$ cat src/rtl/ped_pkg.sv
// Shared types and constants for the palette error-diffusion dither.
package ped_pkg;

	localparam int CFG_W   = 9;   // palette_size register
	localparam int IDX_W   = 8;   // entry_index / color_index
	localparam int CH_W    = 8;   // one colour channel
	localparam int COLO_W  = 12;  // column result field
	localparam int ERR_W   = 16;  // stored error per channel
	localparam int CORR_W  = 10;  // corrected channel, signed
	localparam int CTB_W   = 18;  // one weighted error share, signed
	localparam int SQ_W    = 18;  // squared channel distance
	localparam int DIST_W  = 20;  // summed distance
	localparam int IN_W    = 32;
	localparam int OUT_W   = 24;

	typedef enum logic [1:0] {
		MODE_LOAD   = 2'd0,
		MODE_PIXEL  = 2'd1,
		MODE_START  = 2'd2,
		MODE_UNUSED = 2'd3   // no action, no result
	} mode_t;

	// neighbour updates, in the order they are applied
	typedef enum logic [1:0] {
		TGT_LL = 2'd0,   // next row, x-1, 3/16
		TGT_DN = 2'd1,   // next row, x,   5/16
		TGT_LR = 2'd2,   // next row, x+1, 1/16
		TGT_RT = 2'd3    // this row, x+1, 7/16
	} tgt_t;

	typedef struct packed {
		logic idle;       // input may be taken
		logic corr_load;  // register corrected pixel, start search
		logic err_load;   // work out the weighted error shares
		logic tgt_rd;     // read neighbour error word
		logic tgt_wr;     // write updated neighbour error word
		tgt_t tgt;
		logic finish;     // load result, advance column/row
	} ped_cmd_t;

	typedef struct packed {
		logic pix_go;      // pixel transaction accepted
		logic search_done; // nearest entry known
		logic tgt_skip;    // neighbour lies outside the row
		logic out_busy;    // result register still held
	} ped_sts_t;

endpackage

$ cat src/rtl/ped_ctrl.sv
// Sequencer for one pixel: correct, search, diffuse, deliver.
module ped_ctrl (
	input  logic              clk,
	input  logic              arst_n,
	input  ped_pkg::ped_sts_t sts,
	output ped_pkg::ped_cmd_t cmd
);
	import ped_pkg::*;

	typedef enum logic [2:0] {
		S_IDLE, S_CORR, S_SEARCH, S_ERR, S_RD, S_WR, S_DONE
	} state_t;

	state_t state_q;
	tgt_t   tgt_q;

	always_comb begin
		cmd           = '0;
		cmd.tgt       = tgt_q;
		cmd.idle      = (state_q == S_IDLE);
		cmd.corr_load = (state_q == S_CORR);
		cmd.err_load  = (state_q == S_ERR);
		cmd.tgt_rd    = (state_q == S_RD);
		cmd.tgt_wr    = (state_q == S_WR);
		cmd.finish    = (state_q == S_DONE) && !sts.out_busy;
	end

	always_ff @(posedge clk or negedge arst_n) begin
		if (!arst_n) begin
			state_q <= S_IDLE;
			tgt_q   <= TGT_LL;
		end else begin
			unique case (state_q)
				S_IDLE: begin
					if (sts.pix_go) begin
						state_q <= S_CORR;
					end
				end
				S_CORR: state_q <= S_SEARCH;
				S_SEARCH: begin
					if (sts.search_done) begin
						state_q <= S_ERR;
					end
				end
				S_ERR: begin
					tgt_q   <= TGT_LL;
					state_q <= S_RD;
				end
				S_RD: begin
					if (!sts.tgt_skip) begin
						state_q <= S_WR;
					end else if (tgt_q == TGT_RT) begin
						state_q <= S_DONE;
					end else begin
						tgt_q <= tgt_t'(tgt_q + 2'd1);
					end
				end
				S_WR: begin
					if (tgt_q == TGT_RT) begin
						state_q <= S_DONE;
					end else begin
						tgt_q   <= tgt_t'(tgt_q + 2'd1);
						state_q <= S_RD;
					end
				end
				S_DONE: begin
					if (!sts.out_busy) begin
						state_q <= S_IDLE;
					end
				end
				default: state_q <= S_IDLE;
			endcase
		end
	end

endmodule

$ cat config.mk
export PLATFORM = sky130hd
export DESIGN_NAME = ped_ctrl
export DESIGN_NICKNAME = d
export VERILOG_FILES = /design/src/rtl/ped_pkg.sv /design/src/rtl/ped_ctrl.sv
export SDC_FILE = /design/constraint.sdc
export NUM_CORES = 1
export LEC_CHECK = 0
export ABC_AREA = 1
export BUFFER_PORTS_ARGS = -buffer_cell sky130_fd_sc_hd__buf_2
export CAP_MARGIN = 40
export CORE_ASPECT_RATIO = 1.2
export CORE_MARGIN = 4
export CORE_UTILIZATION = 27
export DETAILED_ROUTE_END_ITERATION = 6
export GPL_ROUTABILITY_DRIVEN = 1
export PLACE_DENSITY = 0.56
export SLEW_MARGIN = 20
export SYNTH_ARGS = -nofsm -noshare
export SYNTH_HDL_FRONTEND = slang
export SYNTH_SLANG_ARGS = --single-unit
$ cat constraint.sdc
create_clock -name clk -period 1.2 [get_ports clk]
set_input_delay 0.12 -clock clk [delete_from_list [all_inputs] [get_ports clk]]
set_output_delay 0.12 -clock clk [all_outputs]
set_load 0.005 [all_outputs]
After elaboration in Yosys (flattened, before gate mapping):

Index checks and enable logic that the tools add are counted.

* mux-type cells: 10
* $add $sub $neg: 1
* reduce and logical (&&, ||, !) cells: 6
* equality and inequality tests: 12

Operator list (count)
* 3-bit case mux with 7 select lines: 1
* 3-bit 2-to-1 mux: 5
* 3-bit equality test (second input constant): 3
* 2-bit inequality test (second input constant): 4
* 3-bit by 2-bit equality test with 1-bit output (second input constant): 2
* 2-bit 2-to-1 mux: 3
* 2-bit case mux with 3 select lines: 1
* 4-bit AND reduction: 1
* 3-bit by 1-bit equality test with 1-bit output (second input constant): 1
* 3-bit zero test: 1
* 3-bit by 2-bit inequality test with 1-bit output (second input constant): 1
* 3-bit nonzero test: 1
* 2-bit by 1-bit adder with 2-bit output (second input constant): 1
* 2-bit equality test (second input constant): 1
* 2-bit AND reduction: 1
* 1-bit logical AND: 1
* 1-bit zero test: 1

* register bits: 5
* output and inout port bits: 8
* word-level logic and storage cells: 31

Logic depth before layout (Yosys ltp):

Gate-level depths: netlist of run 1.

* word-level depth: 4
* mapped depth: 8
* mapped depth without buffers: 7

Least setup slack after synthesis of run 1:

No wires, ideal clock.

* kind: flip-flop to flip-flop
* start point: register tgt_q[0]
* end point: register state_q[1]
* setup slack: 0.068 ns
* buffers on the path: 0
* arrival: 1.011 ns
* setup time: 0.121 ns
* cell stages (with the launch flop): 8
* data required time: 1.079 ns
* path through: dfrtp_1 > ha_1 > inv_1 > nand4_1 > nand2_1 > nor2_2 > nand2_1 > nand2_1

* word-level cells in the longest chain between the ends: 3

Ends and longest elaborated chain
* from (decl): RTL line ped_ctrl.sv:15 `tgt_t tgt_q;`
* from (signal assigned): RTL line ped_ctrl.sv:55 `tgt_q <= tgt_t'(tgt_q + 2'd1);`
* from (signal assigned): RTL line ped_ctrl.sv:62 `tgt_q <= tgt_t'(tgt_q + 2'd1);`
* 2-bit equality test *: RTL line ped_ctrl.sv:52, ped_ctrl.sv:59
* 2-bit 2-to-1 mux / 3-bit by 2-bit inequality test with 1-bit output (equally long branches)
* 3-bit case mux with 7 select lines / 4-bit AND reduction (equally long branches)
* to (signal assigned): RTL line ped_ctrl.sv:36 `state_q <= S_CORR;`
* to (signal assigned): RTL line ped_ctrl.sv:53 `state_q <= S_DONE;`
* to (signal assigned): RTL line ped_ctrl.sv:60 `state_q <= S_DONE;`
* to (decl): RTL line ped_ctrl.sv:14 `state_t state_q;`

Mark *: on every way between the ends. The rest lies on a longest branch, timed or not.
A chain may end at the register's enable or synchronous reset.

==> results.yml, run 1 <==
timing:
  rsz0062_at_grt: "yes"
  skew_ps: 0.4399
  tightest_slew_ps: 185.2
  slew_viol_final: 0
  hold_viol_final: 0
  tns_ps: -133.9
  fin_crit_ps: 1244
  maxSlewHeadroom_pct: 87.55
  fmax_mhz: 803.9
  finalSetupViolations: 8
  setup_slack_ps: -44.00
  min_period_over_period_pct: 103.7
  hold_slack_ps: 226.2
yosys:
  syn_area_um2: 467.9
  synth_seq_cells: 5
  netlist.area_leader.share_pct: 26.74
  yosys_warnings: 0
  synthMuxAreaShare_pct: 0
  synthCells: 63
  synth_compound_area_share_pct: 5.348
  synthXorXnorAreaFrac_pct: 0
  synth-simple-area-share_pct: 50.27
  synthArstFlopShare_pct: 100.0
  synth_edf_count: 0
  synth_area_leaders: "dfrtp_1 27%, nand2_1 10%, inv_1 8.0%"
  synth_top_family_by_area: "simple AND/OR/NAND/NOR gates"
  seq_area_frac_synth_pct: 26.74
  synthAdderAreaFrac_pct: 2.674
  synth_top_cell_by_area: "dfrtp_1"
  synth_nets: 70
  syn_avg_cell_area_um2: 7.428
  ys_types: 24
  ys.flop_type: "dfrtp_1"
power_and_ir_drop:
  leakage_nw: 0.4166
  ir_drop_mv: 0.9838
  power.density_mw_per_mm2: 2321
worst_setup_path:
  cp-start-kind: "register"
  cp.depth: 4
  path_class: "reg2out"
  crit_chain: "nor2_4 > nand2_4 > inv_4 > buf_6"
  critPathSlowestCell: "dfrtp_2"
  r2r_slack_ps: -10
  critPathTopFamily: "flip-flops"
  path_buf_inv: 2
  worst_ep_arrival_time_ps: 1120
  slowest_delay_ps: 460
  end_kind: "output port"
  r2r_cells: 7
  path_max_fanout: 6
  required_ps: 1080
die:
  io_pins: 14
  dieArea_mm2: 0.002466
  row_count: 16
  start_util_pct: 28.51
  die_w_um: 46.01
  design.core.area_mm2: 0.001642
  die_y_um: 53.61
placed_design:
  dp_slack_ps: -41.56
  dp_hpwl_um: 890.5
  placed_area_um2: 579.3
  gp_congestion: 0.8154
  dp.cells: 96
  portBuffers: 13
global_routing:
  grt_pass1_vias: 506
  grt.total_usage_pct: 10.86
  antenna_found_initial: 0
  grt_pass1_wl_um: 1987
  grt_max_degree: 8
  grt-ovfl-total: 0
clocking:
  cts_buffers: 3
  cts_buffer_depth: 2
  clock_latency_ps: 230
  numClockSinks: 5
  cts_tree: "built"
  path_clk_slew_ps: 40
  h-tree-depth: 1
  cts_root_buf: "clkbuf_4"
layout:
  seq_area_um2: 128.9
  nets: 99
  finalInstanceArea_um2: 737.0
  area.growth.synth_to_final_pct: 57.49
  multi_input_area_um2: 304.0
  diodes: 0
  drive_above_1_share_pct: 59.34
  n_fill_cell: 175
  layout.cells.non_filler: 109
outcome:
  violations: "negative setup slack"
  outcome: "finished with violations"
detailed_routing:
  first_pass_iters: 2
  via_count: 504
  via_per_inst: 4.624
  route.met3.wl_um: 61
  drc: 0
  totalWireLength_um: 1149
  met1_length_um: 453
  highest_layer: "met3"
  ant_nets: 0
  met2_length_um: 633
  wl_per_cell_um: 10.54
  drt_iter0_markers: 3
hold_path:
  min_path_type: "in2async"
run:
  maxCapViolations: 0
==> cells by family after synthesis <==
| logic type | count (synthesis) |
|---|---|
| buffers and inverters | 15 |
| AO/OA/AOI/OAI | 4 |
| adder cells (fa/ha/maj) | 1 |
| AND/OR/NAND/NOR | 38 |
| flip-flops | 5 |
==> cells in the final DEF, fill, tap and decap left out <==
cell type,netlist,layout
a21boi_2,0,1
nand2_4,1,1
nand2_2,2,3
nand4_1,4,4
nor2_4,2,2
nor3_2,0,1
clkbuf_1,0,1
ha_1,1,1
a21oi_2,0,1
o21bai_1,1,1
nand3_1,5,3
dfrtp_1,5,2
buf_4,1,8
nor2_2,2,2
nand3_4,1,1
buf_12,0,1
o21ai_1,1,1
nand3b_2,1,1
nand3_2,3,5
inv_4,1,2
inv_2,2,2
nand2_1,13,12
nor4_2,0,1
buf_2,0,11
clkbuf_4,0,3
dlygate4sd3_1,0,1
nor2_1,2,2
buf_6,1,5
dfrtp_2,0,3
inv_1,10,9
==> sequential cells by signal (all words and copies together) (netlist names) <==
| name | flops |
|---|---|
| state_q | 3 |
| tgt_q | 2 |
==> metrics by stage <==
| stage | utilization, % | total power, W |
|---|---|---|
| 4_1_cts | 43.45 | 0.001682 |
| 2_1_floorplan | - | 0.0009549 |
| 3_3_place_gp | 35.29 | 0.001216 |
| 5_1_grt | 44.89 | 0.001863 |
| 6_report | 44.89 | 0.001710 |
| 3_5_place_dp | 35.29 | 0.001225 |
==> repair_timing <==
action | 4_1_cts | 5_1_grt
setup buffers | 8 | 0
hold endpoints to repair | 5 | 0
resized for setup | 11 | 6
endpoints found under the setup margin | 11 | 11
pin swaps | 4 | 2
hold buffers | 1 | 0
==> synth_stat cells, drive strengths merged (2+ instances only) <==
| master | number |
|---|---|
| dfrtp | 5 |
| nor2 | 6 |
| inv | 13 |
| nand4 | 4 |
| nand2 | 16 |
| buf | 2 |
| nand3 | 9 |
==> per-layer routing <==
| layer | global-route usage, % | vias up |
|---|---|---|
| met3 | 3.010 | 0 |
| met4 | 2.844 | 0 |
| met2 | 20.18 | 11 |
| met1 | 11.69 | 235 |
| li1 | - | 258 |
| met5 | 0 | - |
==> final timing paths <==
path | start | endpoint
max in group asynchronous | arst_n | state_q[0]
max | state_q[1] | cmd[4]
min reg2reg | tgt_q[1] | tgt_q[1]
min | arst_n | state_q[2]
max reg2reg | state_q[1] | state_q[0]
min in group clk | sts[1] | state_q[1]
==> power by group <==
part / switching (W) / internal [W]
registers: 0.000113 / 0.000247
clock network: 0.0000603 / 0.000125
logic: 0.000580 / 0.000585
total: 0.000754 / 0.000957
==> area by class of cell <==
cell class / count / area share (%)
Multi-Input combinational cell: 43 / 41.26
Timing Repair Buffer: 26 / 27.33
Sequential cell: 5 / 17.49
Inverter: 13 / 7.301
Clock buffer: 4 / 3.565
Tap cell: 18 / 3.056
No activity file was read; power rests on OpenSTA's default activity.
==> run 2: changes to the inputs <==
- PLACE_DENSITY: 0.56 -> 0.58
- clock period: 1.2 -> 1 ns (I/O delays scaled with it)
==> results.yml, run 2 (synthesis gave the netlist of run 1 again) <==
timing:
  fmax_mhz: 779.3
  hold_slack_ps: 186.1
  finalSetupViolations: 11
  setup_slack_ps: -283.3
  hold_viol_final: 0
  rsz0062_at_grt: "yes"
  min_period_over_period_pct: 128.3
  maxSlewHeadroom_pct: 87.92
  slew_viol_final: 0
  fin_crit_ps: 1283
  skew_ps: 7.424
  tightest_slew_ps: 179.7
detailed_routing:
  via_count: 573
  totalWireLength_um: 1460
  ant_nets: 0
  via_per_inst: 4.736
  drc: 0
  first_pass_iters: 4
  drt_iter0_markers: 2
  wl_per_cell_um: 12.07
placed_design:
  gp_congestion: 0.7809
  dp_hpwl_um: 882.3
  portBuffers: 13
  dp_slack_ps: -197.4
clocking:
  cts_buffer_depth: 2
  clock_latency_ps: 250
  cts_buffers: 3
  h-tree-depth: 1
  cts_root_buf: "clkbuf_4"
  path_clk_slew_ps: 50
  numClockSinks: 5
  cts_tree: "built"
layout:
  diodes: 0
  final_util_pct: 55.79
  regMostFlops: "state_q"
  n_fill_cell: 150
  drive_above_1_share_pct: 67.96
  final_cell_mix: "16 x buf_6, 12 x buf_4, 11 x nand2_1, 9 x buf_2, 7 x inv_1"
  largest_reg_flops: 3
  top_regs: "state_q (3), tgt_q (2)"
  final_common_cell: "buf_6"
  area.growth.synth_to_final_pct: 95.72
  nets: 111
worst_setup_path:
  path_max_fanout: 4
  r2r_cells: 9
  worst_ep_arrival_time_ps: 1180
  end_kind: "output port"
  path_class: "reg2out"
  r2r_slack_ps: -280
  cp-start-kind: "register"
  required_ps: 900
die:
  row_count: 16
  io_pins: 14
  start_util_pct: 28.51
  design.core.area_mm2: 0.001642
  die_y_um: 53.61
  dieArea_mm2: 0.002466
  die_w_um: 46.01
outcome:
  violations: "negative setup slack"
  outcome: "finished with violations"
global_routing:
  grt-ovfl-total: 0
  grt_pass1_vias: 585
  grt_pass1_wl_um: 2359
  antenna_found_initial: 0
  grt_max_degree: 6
  grt.total_usage_pct: 13.25
power_and_ir_drop:
  leakage_nw: 0.4950
  ir_drop_mv: 1.191
  power.density_mw_per_mm2: 2878
hold_path:
  min_path_type: "in2async"
run:
  maxCapViolations: 0
[run 2: cell types whose count changed in the layout (fill, tap and decap cells not counted), moves of 2 or more]
cell | before | now
inv_4 | 2 | 4
nand3_4 | 1 | 3
buf_2 | 11 | 9
nand2_4 | 1 | 3
inv_1 | 9 | 7
nand3_2 | 5 | 3
buf_6 | 5 | 16
buf_4 | 8 | 12
[run 2: what timing repair did]
action                                  4_1_cts  5_1_grt
pin swaps                                     5       12
buffers inserted                             12        3
hold buffers                                  1        0
endpoints found under the setup margin       11       12
hold endpoints to repair                      5        0
gates resized for setup                      23       17
[run 2: path summary, 6_finish.rpt]
path	startpoint	to
hold / removal	arst_n	tgt_q[0]
hold reg to reg	tgt_q[1]	tgt_q[1]
setup reg to reg	state_q[0]	tgt_q[1]
min in group clk	sts[1]	state_q[1]
setup / recovery	state_q[0]	cmd[4]
max in group asynchronous	arst_n	state_q[2]
[run 2: power breakdown]
| group | internal [W] | total, W | switching (W) |
|---|---|---|---|
| Combinational | 0.00106 | 0.00196 | 0.000908 |
| Sequential | 0.000296 | 0.000430 | 0.000133 |
| Clock | 0.000151 | 0.000241 | 0.0000902 |
[run 2: metal layers]
| metal | vias to the layer above | GRT usage [%] | share of wire [%] |
|---|---|---|---|
| met3 | 2 | 2.676 | 3.4 |
| met4 | 0 | 8.057 | 1.7 |
| met2 | 18 | 22.94 | 56 |
| li1 | 286 | - | - |
| met1 | 267 | 14.40 | 39 |
| met5 | - | 0 | 0 |
[run 2: cell type report]
type | count | area [um^2] | area share, %
timing repair buffer | 38 | 325.3 | 35.52
tap | 18 | 22.52 | 2.459
inverter | 13 | 58.81 | 6.421
multi-input combinational | 43 | 354.1 | 38.66
sequential | 5 | 128.9 | 14.07
clock buffer | 4 | 26.28 | 2.869
[run 2: metrics by stage]
| step | total power (W) | setup TNS, ps | area [um^2] | std cells |
|---|---|---|---|---|
| global route | 0.002841 | -3305 | 915.9 | 121 |
| finish | 0.002636 | -2714 | 915.9 | 121 |
| floorplan | 0.001148 | -434.5 | 470.5 | 63 |
| CTS | 0.002329 | -2683 | 824.5 | 119 |
| detailed placement | 0.001527 | -1381 | 614.3 | 102 |
| global placement | 0.001522 | -1281 | 614.3 | 102 |
[run 2: worst max-delay path, stage by stage (launching register included)]
cell and delay (ps):
dfrtp_2 430, buf_6 130, nor2_4 130, nand2_4 100, inv_4 70, buf_6 80
==> run 3: changes to the inputs <==
- CORE_AREA: unset -> 4 4 41 43
- CORE_ASPECT_RATIO: 1.2 -> unset
- CORE_MARGIN: 4 -> unset
- CORE_UTILIZATION: 27 -> unset
- DIE_AREA: unset -> 0 0 45 47
- PLACE_DENSITY: 0.58 -> 0.69
- SETUP_SLACK_MARGIN: unset -> 0.02
==> results.yml, run 3 (synthesis gave the netlist of run 1 again) <==
clocking:
  numClockSinks: 5
  cts_buffers: 3
  cts_buffer_depth: 2
  h-tree-depth: 1
  path_clk_slew_ps: 50
  cts_tree: "built"
  cts_root_buf: "clkbuf_4"
  clock_latency_ps: 250
die:
  row_count: 13
  start_util_pct: 35.96
  design.core.area_mm2: 0.001301
  die_w_um: 45
  io_pins: 14
  dieArea_mm2: 0.002115
  die_y_um: 47
global_routing:
  grt_pass1_wl_um: 1945
  grt.total_usage_pct: 13.11
  antenna_found_initial: 0
  grt_max_degree: 9
  grt-ovfl-total: 0
  grt_pass1_vias: 475
layout:
  final_cell_mix: "13 x nand2_1, 10 x buf_2, 10 x buf_6, 9 x inv_1, 8 x buf_4"
  area.growth.synth_to_final_pct: 63.37
  top_regs: "state_q (3), tgt_q (2)"
  largest_reg_flops: 3
  drive_above_1_share_pct: 57.45
  final_common_cell: "nand2_1"
  nets: 102
  final_util_pct: 58.75
  diodes: 0
  layout.cells.non_filler: 109
  regMostFlops: "state_q"
timing:
  skew_ps: 1.292
  slew_viol_final: 0
  hold_viol_final: 0
  maxSlewHeadroom_pct: 83.69
  finalSetupViolations: 11
  tightest_slew_ps: 244.7
  fmax_mhz: 781.5
  rsz0062_at_grt: "yes"
  setup_slack_ps: -279.6
  fin_crit_ps: 1280
  tns_ps: -2599
  min_period_over_period_pct: 128.0
power_and_ir_drop:
  power.density_mw_per_mm2: 2822
  ir_drop_mv: 1.026
  power_w: 0.002158
  leakage_nw: 0.4320
placed_design:
  gp_congestion: 0.7656
  portBuffers: 13
  dp.cells: 93
  dp_hpwl_um: 856.2
  dp_slack_ps: -260.0
detailed_routing:
  totalWireLength_um: 1316
  ant_nets: 0
  first_pass_iters: 4
  drc: 0
  via_count: 521
  drt_iter0_markers: 5
  wl_per_cell_um: 12.07
  via_per_inst: 4.780
worst_setup_path:
  crit_chain: "buf_4 > nand3_1 > inv_1 > buf_2"
  slowest_delay_ps: 450
  required_ps: 900
  worst_ep_arrival_time_ps: 1180
  cp-start-kind: "register"
  path_max_fanout: 4
  path_class: "reg2out"
  critPathSlowestCell: "dfrtp_2"
  end_kind: "output port"
outcome:
  outcome: "finished with violations"
  violations: "negative setup slack"
run:
  maxCapViolations: 0
hold_path:
  min_path_type: "in2async"
-- run 3: metal layers --
metal  track usage [%]  up-vias  part of all wire [%]
li1                  -      265                     -
met2             20.62       17                    49
met3             2.682        7                   5.3
met5                 0        -                     0
met1             15.01      232                    41
met4             11.70        0                   4.6
-- run 3: final timing paths --
| check | start | to | slack, ps | cells past startpoint |
|---|---|---|---|---|
| max | state_q[1] | cmd[5] | -280 | 4 |
| min | arst_n | state_q[0] | 210 | 2 |
| max reg2reg | state_q[2] | state_q[2] | -260 | 8 |
| min reg2reg | tgt_q[1] | tgt_q[1] | 610 | 3 |
| max in group asynchronous | arst_n | state_q[1] | 650 | 2 |
| min in group clk | sts[1] | state_q[1] | 250 | 5 |
-- run 3: cell type report --
class | count | area, um^2
clock buffer | 4 | 26.28
fill | 125 | 536.8
tap | 15 | 18.77
multi-input combinational | 43 | 304.0
inverter | 13 | 53.80
sequential | 5 | 128.9
timing repair buffer | 29 | 232.7
-- run 3: what timing repair did --
item                       CTS  global route
hold buffers                 1             0
setup endpoints to repair   13            13
gates resized for setup     13             7
buffers inserted            10             1
hold endpoints to repair     5             0
pin swaps                    4             6
-- run 3: worst max-delay path, delay by kind of cell, from the launching register on --
| kind | cells | cell delay [ps] |
|---|---|---|
| flops | 1 | 450 |
| simple gates | 1 | 150 |
| buf+inv | 3 | 320 |
-- run 3: stage by stage --
stage / cell area, um^2 / hold slack [ps]
after CTS: 721.9 / 204.3
after global placement: 565.5 / -82.53
after detailed placement: 565.5 / -75.77
after floorplan: 470.5 / -195.6
final: 764.5 / 206.6
after global routing: 764.5 / 215.9
-- run 3: report_power, final --
| part | internal, W | switching, W |
|---|---|---|
| sequential | 0.000296 | 0.000171 |
| clock | 0.000152 | 0.0000949 |
| combinational | 0.000762 | 0.000682 |
